File: src/hw/rtl/cbrf_pkg.sv
`default_nettype none

package cbrf_pkg;

   localparam int WORD_WIDTH     = 32;
   localparam int FRAC_BITS      = 16;
   localparam int MAX_STEPS      = 64;
   localparam int PROD_WIDTH     = 2 * WORD_WIDTH;
   localparam int TOL_WIDTH      = WORD_WIDTH - 1;
   localparam int LIMIT_WIDTH    = 7;
   localparam int STEPS_WIDTH    = 7;
   localparam int CSR_ADDR_WIDTH = 5;
   localparam int CSR_DATA_WIDTH = 32;
   localparam int PC_WIDTH       = 4;

   localparam logic [TOL_WIDTH-1:0]   TOL_RESET   = TOL_WIDTH'(6554);
   localparam logic [LIMIT_WIDTH-1:0] LIMIT_RESET = LIMIT_WIDTH'(32);

   typedef logic [PC_WIDTH-1:0] pc_type;

   localparam pc_type PC_WAIT = PC_WIDTH'(0);
   localparam pc_type PC_LOOP = PC_WIDTH'(8);
   localparam pc_type PC_TEST = PC_WIDTH'(14);

   typedef enum logic [2:0] {
      REG_COEF_CUBIC    = 3'd0,
      REG_COEF_SQUARE   = 3'd1,
      REG_COEF_LINEAR   = 3'd2,
      REG_COEF_CONSTANT = 3'd3,
      REG_TOLERANCE     = 3'd4,
      REG_ITER_LIMIT    = 3'd5
   } csr_reg_type;

   typedef enum logic [2:0] {
      OP_WAIT,
      OP_MUL,
      OP_ADD,
      OP_SIGN,
      OP_TEST
   } op_type;

   typedef enum logic [1:0] {
      CSEL_SQUARE,
      CSEL_LINEAR,
      CSEL_CONSTANT
   } csel_type;

   typedef enum logic [1:0] {
      JMP_NEXT,
      JMP_HOLD,
      JMP_LOOP,
      JMP_GOTO
   } jmp_type;

   typedef enum logic [1:0] {
      OUT_TOLERANCE  = 2'd0,
      OUT_EXACT_ZERO = 2'd1,
      OUT_LIMIT      = 2'd2
   } outcome_type;

   typedef struct packed {
      op_type   op;
      csel_type csel;
      jmp_type  jmp;
      pc_type   target;
   } uword_type;

   typedef struct packed {
      op_type   op;
      csel_type csel;
      logic     go;
   } dp_ctrl_type;

   typedef struct packed {
      logic signed [WORD_WIDTH-1:0] coef_cubic;
      logic signed [WORD_WIDTH-1:0] coef_square;
      logic signed [WORD_WIDTH-1:0] coef_linear;
      logic signed [WORD_WIDTH-1:0] coef_constant;
      logic [TOL_WIDTH-1:0]         tolerance;
      logic [LIMIT_WIDTH-1:0]       iteration_limit;
   } cfg_type;

   function automatic uword_type mk_uword(input op_type op, input csel_type csel,
                                          input jmp_type jmp, input pc_type target);
      uword_type w;
      w.op     = op;
      w.csel   = csel;
      w.jmp    = jmp;
      w.target = target;
      return w;
   endfunction

   // Program: evaluate f(low) once, then loop midpoint evaluations.
   function automatic uword_type ucode_rom(input pc_type pc);
      uword_type w;
      case (pc)
         4'd0:    w = mk_uword(OP_WAIT, CSEL_SQUARE,   JMP_HOLD, PC_WAIT);
         4'd1:    w = mk_uword(OP_MUL,  CSEL_SQUARE,   JMP_NEXT, PC_WAIT);
         4'd2:    w = mk_uword(OP_ADD,  CSEL_SQUARE,   JMP_NEXT, PC_WAIT);
         4'd3:    w = mk_uword(OP_MUL,  CSEL_LINEAR,   JMP_NEXT, PC_WAIT);
         4'd4:    w = mk_uword(OP_ADD,  CSEL_LINEAR,   JMP_NEXT, PC_WAIT);
         4'd5:    w = mk_uword(OP_MUL,  CSEL_CONSTANT, JMP_NEXT, PC_WAIT);
         4'd6:    w = mk_uword(OP_ADD,  CSEL_CONSTANT, JMP_NEXT, PC_WAIT);
         4'd7:    w = mk_uword(OP_SIGN, CSEL_SQUARE,   JMP_NEXT, PC_WAIT);
         4'd8:    w = mk_uword(OP_MUL,  CSEL_SQUARE,   JMP_NEXT, PC_WAIT);
         4'd9:    w = mk_uword(OP_ADD,  CSEL_SQUARE,   JMP_NEXT, PC_WAIT);
         4'd10:   w = mk_uword(OP_MUL,  CSEL_LINEAR,   JMP_NEXT, PC_WAIT);
         4'd11:   w = mk_uword(OP_ADD,  CSEL_LINEAR,   JMP_NEXT, PC_WAIT);
         4'd12:   w = mk_uword(OP_MUL,  CSEL_CONSTANT, JMP_NEXT, PC_WAIT);
         4'd13:   w = mk_uword(OP_ADD,  CSEL_CONSTANT, JMP_NEXT, PC_WAIT);
         4'd14:   w = mk_uword(OP_TEST, CSEL_SQUARE,   JMP_LOOP, PC_LOOP);
         default: w = mk_uword(OP_WAIT, CSEL_SQUARE,   JMP_GOTO, PC_WAIT);
      endcase
      return w;
   endfunction

endpackage

`default_nettype wire

File: src/hw/rtl/cbrf_csr.sv
`default_nettype none

module cbrf_csr
   import cbrf_pkg::*;
(
   input  wire logic                      clock,
   input  wire logic                      reset,
   input  wire logic                      psel,
   input  wire logic                      penable,
   input  wire logic                      pwrite,
   input  wire logic [CSR_ADDR_WIDTH-1:0] paddr,
   input  wire logic [CSR_DATA_WIDTH-1:0] pwdata,
   output logic      [CSR_DATA_WIDTH-1:0] prdata,
   output logic                           pready,
   output cfg_type                        cfg
);

   cfg_type     cfg_ff;
   cfg_type     cfg_in;
   csr_reg_type reg_sel;
   logic        wr_en;

   assign reg_sel = csr_reg_type'(paddr[4:2]);
   assign wr_en   = psel & penable & pwrite;
   assign pready  = 1'b1;
   assign cfg     = cfg_ff;

   always_comb begin
      cfg_in = cfg_ff;
      if (wr_en) begin
         case (reg_sel)
            REG_COEF_CUBIC:    cfg_in.coef_cubic    = pwdata[WORD_WIDTH-1:0];
            REG_COEF_SQUARE:   cfg_in.coef_square   = pwdata[WORD_WIDTH-1:0];
            REG_COEF_LINEAR:   cfg_in.coef_linear   = pwdata[WORD_WIDTH-1:0];
            REG_COEF_CONSTANT: cfg_in.coef_constant = pwdata[WORD_WIDTH-1:0];
            REG_TOLERANCE:     cfg_in.tolerance     = pwdata[TOL_WIDTH-1:0];
            REG_ITER_LIMIT:    cfg_in.iteration_limit = pwdata[LIMIT_WIDTH-1:0];
            default:           cfg_in = cfg_ff;
         endcase
      end
   end

   always_comb begin
      case (reg_sel)
         REG_COEF_CUBIC:    prdata = cfg_ff.coef_cubic;
         REG_COEF_SQUARE:   prdata = cfg_ff.coef_square;
         REG_COEF_LINEAR:   prdata = cfg_ff.coef_linear;
         REG_COEF_CONSTANT: prdata = cfg_ff.coef_constant;
         REG_TOLERANCE:     prdata = CSR_DATA_WIDTH'(cfg_ff.tolerance);
         REG_ITER_LIMIT:    prdata = CSR_DATA_WIDTH'(cfg_ff.iteration_limit);
         default:           prdata = '0;
      endcase
   end

   always_ff @(posedge clock) begin
      if (reset) begin
         cfg_ff.coef_cubic      <= '0;
         cfg_ff.coef_square     <= '0;
         cfg_ff.coef_linear     <= '0;
         cfg_ff.coef_constant   <= '0;
         cfg_ff.tolerance       <= TOL_RESET;
         cfg_ff.iteration_limit <= LIMIT_RESET;
      end else begin
         cfg_ff <= cfg_in;
      end
   end

endmodule

`default_nettype wire

File: src/hw/rtl/cbrf_seq.sv
`default_nettype none

module cbrf_seq
   import cbrf_pkg::*;
(
   input  wire logic  clock,
   input  wire logic  reset,
   input  wire logic  start,
   input  wire logic  stop,
   output logic       busy,
   output dp_ctrl_type ctrl
);

   pc_type    pc_ff;
   pc_type    pc_in;
   uword_type uw;

   assign uw        = ucode_rom(pc_ff);
   assign busy      = (uw.op != OP_WAIT);
   assign ctrl.op   = uw.op;
   assign ctrl.csel = uw.csel;
   assign ctrl.go   = (uw.op == OP_WAIT) && start;

   always_comb begin
      case (uw.jmp)
         JMP_NEXT: pc_in = pc_ff + PC_WIDTH'(1);
         JMP_HOLD: pc_in = start ? pc_ff + PC_WIDTH'(1) : pc_ff;
         JMP_LOOP: pc_in = stop ? PC_WAIT : uw.target;
         JMP_GOTO: pc_in = uw.target;
         default:  pc_in = PC_WAIT;
      endcase
   end

   always_ff @(posedge clock) begin
      if (reset) begin
         pc_ff <= PC_WAIT;
      end else begin
         pc_ff <= pc_in;
      end
   end

   a_accept_busy: assert property (@(posedge clock) disable iff (reset)
      (start && !busy) |=> busy)
      else $error("accepted transaction did not start the program");

   a_pc_range: assert property (@(posedge clock) disable iff (reset)
      pc_ff <= PC_TEST)
      else $error("step counter left the program");

endmodule

`default_nettype wire

File: src/hw/rtl/cbrf_datapath.sv
`default_nettype none

module cbrf_datapath
   import cbrf_pkg::*;
(
   input  wire logic                         clock,
   input  wire logic                         reset,
   input  wire dp_ctrl_type                  ctrl,
   input  wire cfg_type                      cfg,
   input  wire logic signed [WORD_WIDTH-1:0] req_interval_low,
   input  wire logic signed [WORD_WIDTH-1:0] req_interval_high,
   output logic                              stop,
   output logic                              rsp_valid,
   output logic signed [WORD_WIDTH-1:0]      rsp_root_estimate,
   output logic [STEPS_WIDTH-1:0]            rsp_steps_taken,
   output logic [1:0]                        rsp_outcome
);

   localparam logic signed [WORD_WIDTH-1:0] WMAX = {1'b0, {(WORD_WIDTH-1){1'b1}}};
   localparam logic signed [WORD_WIDTH-1:0] WMIN = {1'b1, {(WORD_WIDTH-1){1'b0}}};

   logic signed [WORD_WIDTH-1:0] lo_ff, lo_in, hi_ff, hi_in, x_ff, x_in, acc_ff, acc_in;
   logic signed [PROD_WIDTH-1:0] prod_ff, prod_in;
   logic                         low_neg_ff, low_neg_in;
   logic [STEPS_WIDTH-1:0]       steps_ff, steps_in;
   logic                         rsp_valid_ff, rsp_valid_in;
   logic signed [WORD_WIDTH-1:0] root_ff, root_in;
   logic [STEPS_WIDTH-1:0]       rsp_steps_ff, rsp_steps_in;
   outcome_type                  outcome_ff, outcome_in;

   logic signed [PROD_WIDTH-1:0]   shifted;
   logic [PROD_WIDTH-WORD_WIDTH:0] prod_top;
   logic signed [WORD_WIDTH-1:0]   prod_sat;
   logic signed [WORD_WIDTH-1:0]   coef_sel;
   logic signed [WORD_WIDTH:0]     sum_wide;
   logic signed [WORD_WIDTH-1:0]   add_sat;
   logic [WORD_WIDTH-1:0]          acc_mag;
   logic [LIMIT_WIDTH-1:0]         limit_eff;
   logic                           is_zero, in_tol, at_limit, acc_neg;
   logic signed [WORD_WIDTH-1:0]   lo_next, hi_next, mid_a, mid_b;
   logic signed [WORD_WIDTH:0]     mid_sum;
   logic signed [WORD_WIDTH-1:0]   mid;

   // product: floor shift by the fraction bits, then clamp to the word range
   assign prod_in  = PROD_WIDTH'(acc_ff) * PROD_WIDTH'(x_ff);
   assign shifted  = prod_ff >>> FRAC_BITS;
   assign prod_top = shifted[PROD_WIDTH-1:WORD_WIDTH-1];
   assign prod_sat = ((&prod_top) || !(|prod_top)) ? shifted[WORD_WIDTH-1:0]
                   : (shifted[PROD_WIDTH-1] ? WMIN : WMAX);

   always_comb begin
      case (ctrl.csel)
         CSEL_SQUARE:   coef_sel = cfg.coef_square;
         CSEL_LINEAR:   coef_sel = cfg.coef_linear;
         CSEL_CONSTANT: coef_sel = cfg.coef_constant;
         default:       coef_sel = cfg.coef_constant;
      endcase
   end

   assign sum_wide = (WORD_WIDTH+1)'(prod_sat) + (WORD_WIDTH+1)'(coef_sel);
   assign add_sat  = (sum_wide[WORD_WIDTH] == sum_wide[WORD_WIDTH-1])
                   ? sum_wide[WORD_WIDTH-1:0]
                   : (sum_wide[WORD_WIDTH] ? WMIN : WMAX);

   // termination checks on f(mid) in acc
   assign acc_neg  = acc_ff[WORD_WIDTH-1];
   assign acc_mag  = acc_neg ? (WORD_WIDTH)'(-acc_ff) : acc_ff;
   assign is_zero  = (acc_ff == '0);
   assign in_tol   = (acc_mag < {1'b0, cfg.tolerance});

   always_comb begin
      if (cfg.iteration_limit == '0) begin
         limit_eff = LIMIT_WIDTH'(1);
      end else if (cfg.iteration_limit > LIMIT_WIDTH'(MAX_STEPS)) begin
         limit_eff = LIMIT_WIDTH'(MAX_STEPS);
      end else begin
         limit_eff = cfg.iteration_limit;
      end
   end

   assign at_limit = (LIMIT_WIDTH'(steps_ff) >= limit_eff);
   assign stop     = is_zero || in_tol || at_limit;

   // keep the half whose ends differ in sign
   assign lo_next = (acc_neg == low_neg_ff) ? x_ff : lo_ff;
   assign hi_next = (acc_neg == low_neg_ff) ? hi_ff : x_ff;
   assign mid_a   = (ctrl.op == OP_TEST) ? lo_next : lo_ff;
   assign mid_b   = (ctrl.op == OP_TEST) ? hi_next : hi_ff;
   assign mid_sum = (WORD_WIDTH+1)'(mid_a) + (WORD_WIDTH+1)'(mid_b);
   assign mid     = mid_sum[WORD_WIDTH:1];

   always_comb begin
      lo_in        = lo_ff;
      hi_in        = hi_ff;
      x_in         = x_ff;
      acc_in       = acc_ff;
      low_neg_in   = low_neg_ff;
      steps_in     = steps_ff;
      rsp_valid_in = 1'b0;
      root_in      = root_ff;
      rsp_steps_in = rsp_steps_ff;
      outcome_in   = outcome_ff;
      case (ctrl.op)
         OP_WAIT: begin
            if (ctrl.go) begin
               lo_in    = req_interval_low;
               hi_in    = req_interval_high;
               x_in     = req_interval_low;
               acc_in   = cfg.coef_cubic;
               steps_in = '0;
            end
         end
         OP_MUL: begin
         end
         OP_ADD: begin
            acc_in = add_sat;
         end
         OP_SIGN: begin
            low_neg_in = acc_neg;
            x_in       = mid;
            acc_in     = cfg.coef_cubic;
            steps_in   = STEPS_WIDTH'(1);
         end
         OP_TEST: begin
            if (stop) begin
               rsp_valid_in = 1'b1;
               root_in      = x_ff;
               rsp_steps_in = steps_ff;
               if (is_zero) begin
                  outcome_in = OUT_EXACT_ZERO;
               end else if (in_tol) begin
                  outcome_in = OUT_TOLERANCE;
               end else begin
                  outcome_in = OUT_LIMIT;
               end
            end else begin
               lo_in    = lo_next;
               hi_in    = hi_next;
               x_in     = mid;
               acc_in   = cfg.coef_cubic;
               steps_in = steps_ff + STEPS_WIDTH'(1);
            end
         end
         default: begin
         end
      endcase
   end

   always_ff @(posedge clock) begin
      if (reset) begin
         rsp_valid_ff <= 1'b0;
      end else begin
         rsp_valid_ff <= rsp_valid_in;
      end
   end

   always_ff @(posedge clock) begin
      lo_ff        <= lo_in;
      hi_ff        <= hi_in;
      x_ff         <= x_in;
      acc_ff       <= acc_in;
      prod_ff      <= prod_in;
      low_neg_ff   <= low_neg_in;
      steps_ff     <= steps_in;
      root_ff      <= root_in;
      rsp_steps_ff <= rsp_steps_in;
      outcome_ff   <= outcome_in;
   end

   assign rsp_valid         = rsp_valid_ff;
   assign rsp_root_estimate = root_ff;
   assign rsp_steps_taken   = rsp_steps_ff;
   assign rsp_outcome       = outcome_ff;

   a_steps_range: assert property (@(posedge clock) disable iff (reset)
      rsp_valid_ff |-> (rsp_steps_ff != '0 && rsp_steps_ff <= STEPS_WIDTH'(MAX_STEPS)))
      else $error("reported step count out of range");

   a_single_strobe: assert property (@(posedge clock) disable iff (reset)
      rsp_valid_ff |-> ctrl.op == OP_WAIT)
      else $error("result strobe while program still running");

endmodule

`default_nettype wire

File: src/hw/rtl/cubic_bisection_root_finder_top.sv
// After the accepting edge the program evaluates f(low), then N midpoint evaluations
// (N = 1..64) before the result strobe; each evaluation is a Horner pass on the one
// shared multiplier. No new transaction is accepted until the strobe; busy is high meanwhile.
// The receiver cannot stall: rsp_valid is high for exactly one cycle per transaction.
// Reset (synchronous, active high) returns the sequencer to idle and loads the
// register defaults: coefficients 0, tolerance 6554, iteration limit 32.
`default_nettype none

module cubic_bisection_root_finder_top
   import cbrf_pkg::*;
(
   input  wire logic                         clock,
   input  wire logic                         reset,
   input  wire logic                         start,
   output logic                              busy,
   input  wire logic signed [WORD_WIDTH-1:0] req_interval_low,
   input  wire logic signed [WORD_WIDTH-1:0] req_interval_high,
   output logic                              rsp_valid,
   output logic signed [WORD_WIDTH-1:0]      rsp_root_estimate,
   output logic [STEPS_WIDTH-1:0]            rsp_steps_taken,
   output logic [1:0]                        rsp_outcome,
   input  wire logic                         psel,
   input  wire logic                         penable,
   input  wire logic                         pwrite,
   input  wire logic [CSR_ADDR_WIDTH-1:0]    paddr,
   input  wire logic [CSR_DATA_WIDTH-1:0]    pwdata,
   output logic [CSR_DATA_WIDTH-1:0]         prdata,
   output logic                              pready
);

   cfg_type     cfg;
   dp_ctrl_type ctrl;
   logic        stop;

   cbrf_csr u_csr (
      .clock   (clock),
      .reset   (reset),
      .psel    (psel),
      .penable (penable),
      .pwrite  (pwrite),
      .paddr   (paddr),
      .pwdata  (pwdata),
      .prdata  (prdata),
      .pready  (pready),
      .cfg     (cfg)
   );

   cbrf_seq u_seq (
      .clock (clock),
      .reset (reset),
      .start (start),
      .stop  (stop),
      .busy  (busy),
      .ctrl  (ctrl)
   );

   cbrf_datapath u_datapath (
      .clock             (clock),
      .reset             (reset),
      .ctrl              (ctrl),
      .cfg               (cfg),
      .req_interval_low  (req_interval_low),
      .req_interval_high (req_interval_high),
      .stop              (stop),
      .rsp_valid         (rsp_valid),
      .rsp_root_estimate (rsp_root_estimate),
      .rsp_steps_taken   (rsp_steps_taken),
      .rsp_outcome       (rsp_outcome)
   );

endmodule

`default_nettype wire
File: config.mk
export PLATFORM = sky130hd
export DESIGN_NAME = cubic_bisection_root_finder_top
export DESIGN_NICKNAME = d
export VERILOG_FILES = /design/src/hw/rtl/cbrf_pkg.sv /design/src/hw/rtl/cbrf_csr.sv /design/src/hw/rtl/cbrf_seq.sv /design/src/hw/rtl/cbrf_datapath.sv /design/src/hw/rtl/cubic_bisection_root_finder_top.sv
export SDC_FILE = /design/constraint.sdc
export NUM_CORES = 2
export LEC_CHECK = 0
export CAP_MARGIN = 40
export CORE_ASPECT_RATIO = 1.75
export CORE_UTILIZATION = 61
export CTS_CLUSTER_DIAMETER = 40
export DETAILED_ROUTE_END_ITERATION = 10
export DONT_BUFFER_PORTS = 1
export PLACE_DENSITY = 0.8
export SLEW_MARGIN = 25
export SYNTH_ARGS = -nofsm -noshare
export SYNTH_HDL_FRONTEND = slang
export SYNTH_HIERARCHICAL = 1
export SYNTH_SLANG_ARGS = --single-unit
File: constraint.sdc
create_clock -name clock -period 8.6 [get_ports clock]
set_input_delay 0.86 -clock clock [delete_from_list [all_inputs] [get_ports clock]]
set_output_delay 0.86 -clock clock [all_outputs]
set_load 0.005 [all_outputs]
==> results.ini <==
[timing]
fin_crit_ns = 8.35
worst_pin_slew_ns = 0.980
finalCritPeriodShare_pct = 97.1
finalSetupTns_ns = 0
grt_setup_unrepaired = false
slew_headroom_pct = 34.2
timing.fmax_ghz = 0.120
hold_viol = 0
drv_slew = 0
final-setup-viol-count = 0
clock_skew_ns = 0.0513

[synthesis]
syn_inst = 6307
yosysMostFrequentCell = fa_1
async_flop_share_pct = 0
synth_common_cells = 1083 x fa_1, 1011 x inv_1, 649 x nand2_1
avgSynthCellArea_um2 = 9.51
synth_cell_types = 97
synth_edf_count = 177
syn-num-nets = 7785
syn_area_um2 = 60000
synth-seq-cells = 403
synth_flop_cell = dfxtp_1
synthTopCellsByArea = fa_1 36%, edfxtp_1 8.9%, dfxtp_1 7.5%, inv_1 6.3%, ha_1 6.0%
netlist.area_leader.share_pct = 36.2
yosysWarnings = 6
synth_seq_area_share_pct = 16.4
yosys.area.top_type = fa_1

[route]
drc_errors = 0
via_count = 45100
via_per_inst = 6.01
drtAntennaViolNets = 0
wirelength_um = 173000
drt_first_iter_violations = 2796
post_drt_wl_per_cell_um = 23.1
drtPass1Iterations = 6

[global_routing]
use_met2_pct = 61.7
grt_antenna_before_repair = 7
grt_usage_pct = 36.1
top_usage_layer = met2
met1_usage_pct = 36.1
grt_pass1_vias = 50100
grt_overflow = 0
grt_pass1_wl_um = 273000
grt_start_max_net_pins = 212
use_met3_pct = 8.58

[cts]
cts_tree = yes
clockBufferDepth = 3
cts_setup_buffers = 0
clkTransAtPathRegs_ns = 0.06
clock_latency_ns = 0.65
numClockSinks = 403
h-tree-depth = 2
cts_made_buffers = 53
cts_root_buf = clkbuf_16

[cells_and_area]
fin_area_um2 = 63700
final_nets = 7630
area_delta_synth_final_pct = 6.26
drive_above_1_share_pct = 7.23

[critical_path]
critPathKind = flop to flop
cp_cell_sequence = nand2_1 > inv_1 > fa_1 > inv_1 > fa_1 > inv_1 > fa_1 > inv_1 > fa_1 > inv_1 > fa_1 > fa_1 > fa_1 > fa_1 > ha_1 > a21o_1 > a21o_1 > a21oi_1 > a21boi_0 > o22ai_1 > a31oi_2 > a21oi_4 > a41oi_1 > xnor2_1
critPathMaxFanout = 14
cp_slowest_stage_delay_ns = 0.69
worst_setup_path_end_kind = flop
crit_arrival_ns = 8.88
crit_top_cell = fa_1
cp_data_required_time_ns = 9.13
slowest_stage = fa_1
startpoint_type = flop

[floorplanning]
io_pins = 183
fp-row-count = 151
start_util_pct = 61.7
die_w_um = 239
die_height_um = 417
fp.coreArea_um2 = 97100
dieArea_um2 = 99600

[run]
drv_cap = 0

[hold_path]
min_path_type = input port to flop

[place]
port-buffer-count = 0
place_congestion = 1.03
dpl.hpwl_um = 138000
place_area_um2 = 61700

[run_status]
status = finished, final reports clean

[final timing paths]
kind	from	endpoint	slack, ns	depth (start not counted)
worst min register to register	u_csr/cfg[73]	u_csr/cfg[73]	0.49	2
worst max-delay path	u_datapath/acc_ff[31]	u_datapath/prod_ff[61]	0.25	24
worst max register to register	u_datapath/acc_ff[31]	u_datapath/prod_ff[61]	0.25	24
worst min-delay path	pwdata[3]	u_csr/cfg[10]	0.38	2
[cell families after synthesis]
kind of cell,after synthesis,synth area share [%]
AOI/OAI and AO/OA,773,8.20
xor gates and xnor gates,148,2.17
adders and majority gates,1378,42.3
buffers and inverters,1419,9.15
DFF,403,16.4
muxes,366,6.36
other,1,0.00625
and+or+nand+nor,1819,15.4
[state kept, by name, summed over array words and instances, names as in the netlist]
name / cells
u_datapath/low_neg_ff: 1
u_datapath/acc_ff: 32
u_seq/pc_ff: 4
u_datapath/hi_ff: 32
u_seq/uw: 7
u_datapath/rsp_root_estimate: 32
u_datapath/rsp_outcome: 2
u_datapath/rsp_valid: 1
u_datapath/rsp_steps_taken: 7
u_datapath/steps_ff: 7
u_csr/cfg: 166
u_datapath/x_ff: 32
u_datapath/prod_ff: 48
u_datapath/lo_ff: 32
[layout make-up]
class,count,area [µm²]
Clock buffer,63,1430
Antenna cell,4,10.0
Timing Repair Buffer,196,1800
Clock inverter,36,502
Fill cell,7640,33400
Sequential cell,403,9840
Tap cell,1300,1630
Inverter,1013,3800
Multi-Input combinational cell,4485,44700
[placed cells by master, fill, tap and decap left out, types with 15 or more instances in the layout]
master     synthesis  routed
fa_1            1083    1083
inv_1           1011    1011
nand2_1          649     649
and2_1           520     520
ha_1             288     288
mux2i_1          269     269
a21oi_1          234     233
nor2_1           232     230
dfxtp_1          226     224
o21ai_0          204     204
nand2b_1         200     200
edfxtp_1         177     177
buf_4             13     165
a21o_1           110     110
xnor2_1          103     101
mux2_2            95      95
clkbuf_16          0      54
xor2_1            44      44
nand3_1           38      38
nor2b_1           39      38
o21a_1            37      37
a221oi_1          31      31
nand4_1           30      30
nor3_1            21      20
o31ai_1           19      18
and3_1            17      17
o21bai_1          17      17
buf_12             0      17
o21ai_1           15      15
[routing by layer]
metal | vias to the layer above | part of all wire [%]
met5 | - | 0.018
met4 | 4 | 11
met3 | 938 | 7.7
met2 | 2137 | 50
met1 | 22600 | 32
li1 | 19400 | -
[critical path, delay by kind of cell, from the launching register on]
family                     cells  cell delay (ns)
DFF                            1             0.68
AOI/OAI and AO/OA              8             1.73
adders and majority gates      9             4.77
and+or+nand+nor                1             0.27
xor gates and xnor gates       1             0.13
buffers and inverters          5             0.64
[timing repair]
item	4_1_cts	5_1_grt
hold buffers	0	0
endpoints found under the setup margin	0	1
gates resized for setup	0	1
[per-stage QoR]
step                      instances  hold slack [ns]  util [%]  setup WS (ns)
after global routing           7496            0.307      65.6        0.00786
after global placement         7380            0.470      63.3          0.466
after CTS                      7490            0.262      65.5          0.312
after floorplan                6307            0.424         -          0.487
final                          7500            0.382      65.6          0.247
after detailed placement       7391            0.482      63.5          0.440
Power is left out: the tool's default activity adds up to more than one toggle a clock period on the data nets, which glitch-free logic cannot reach.
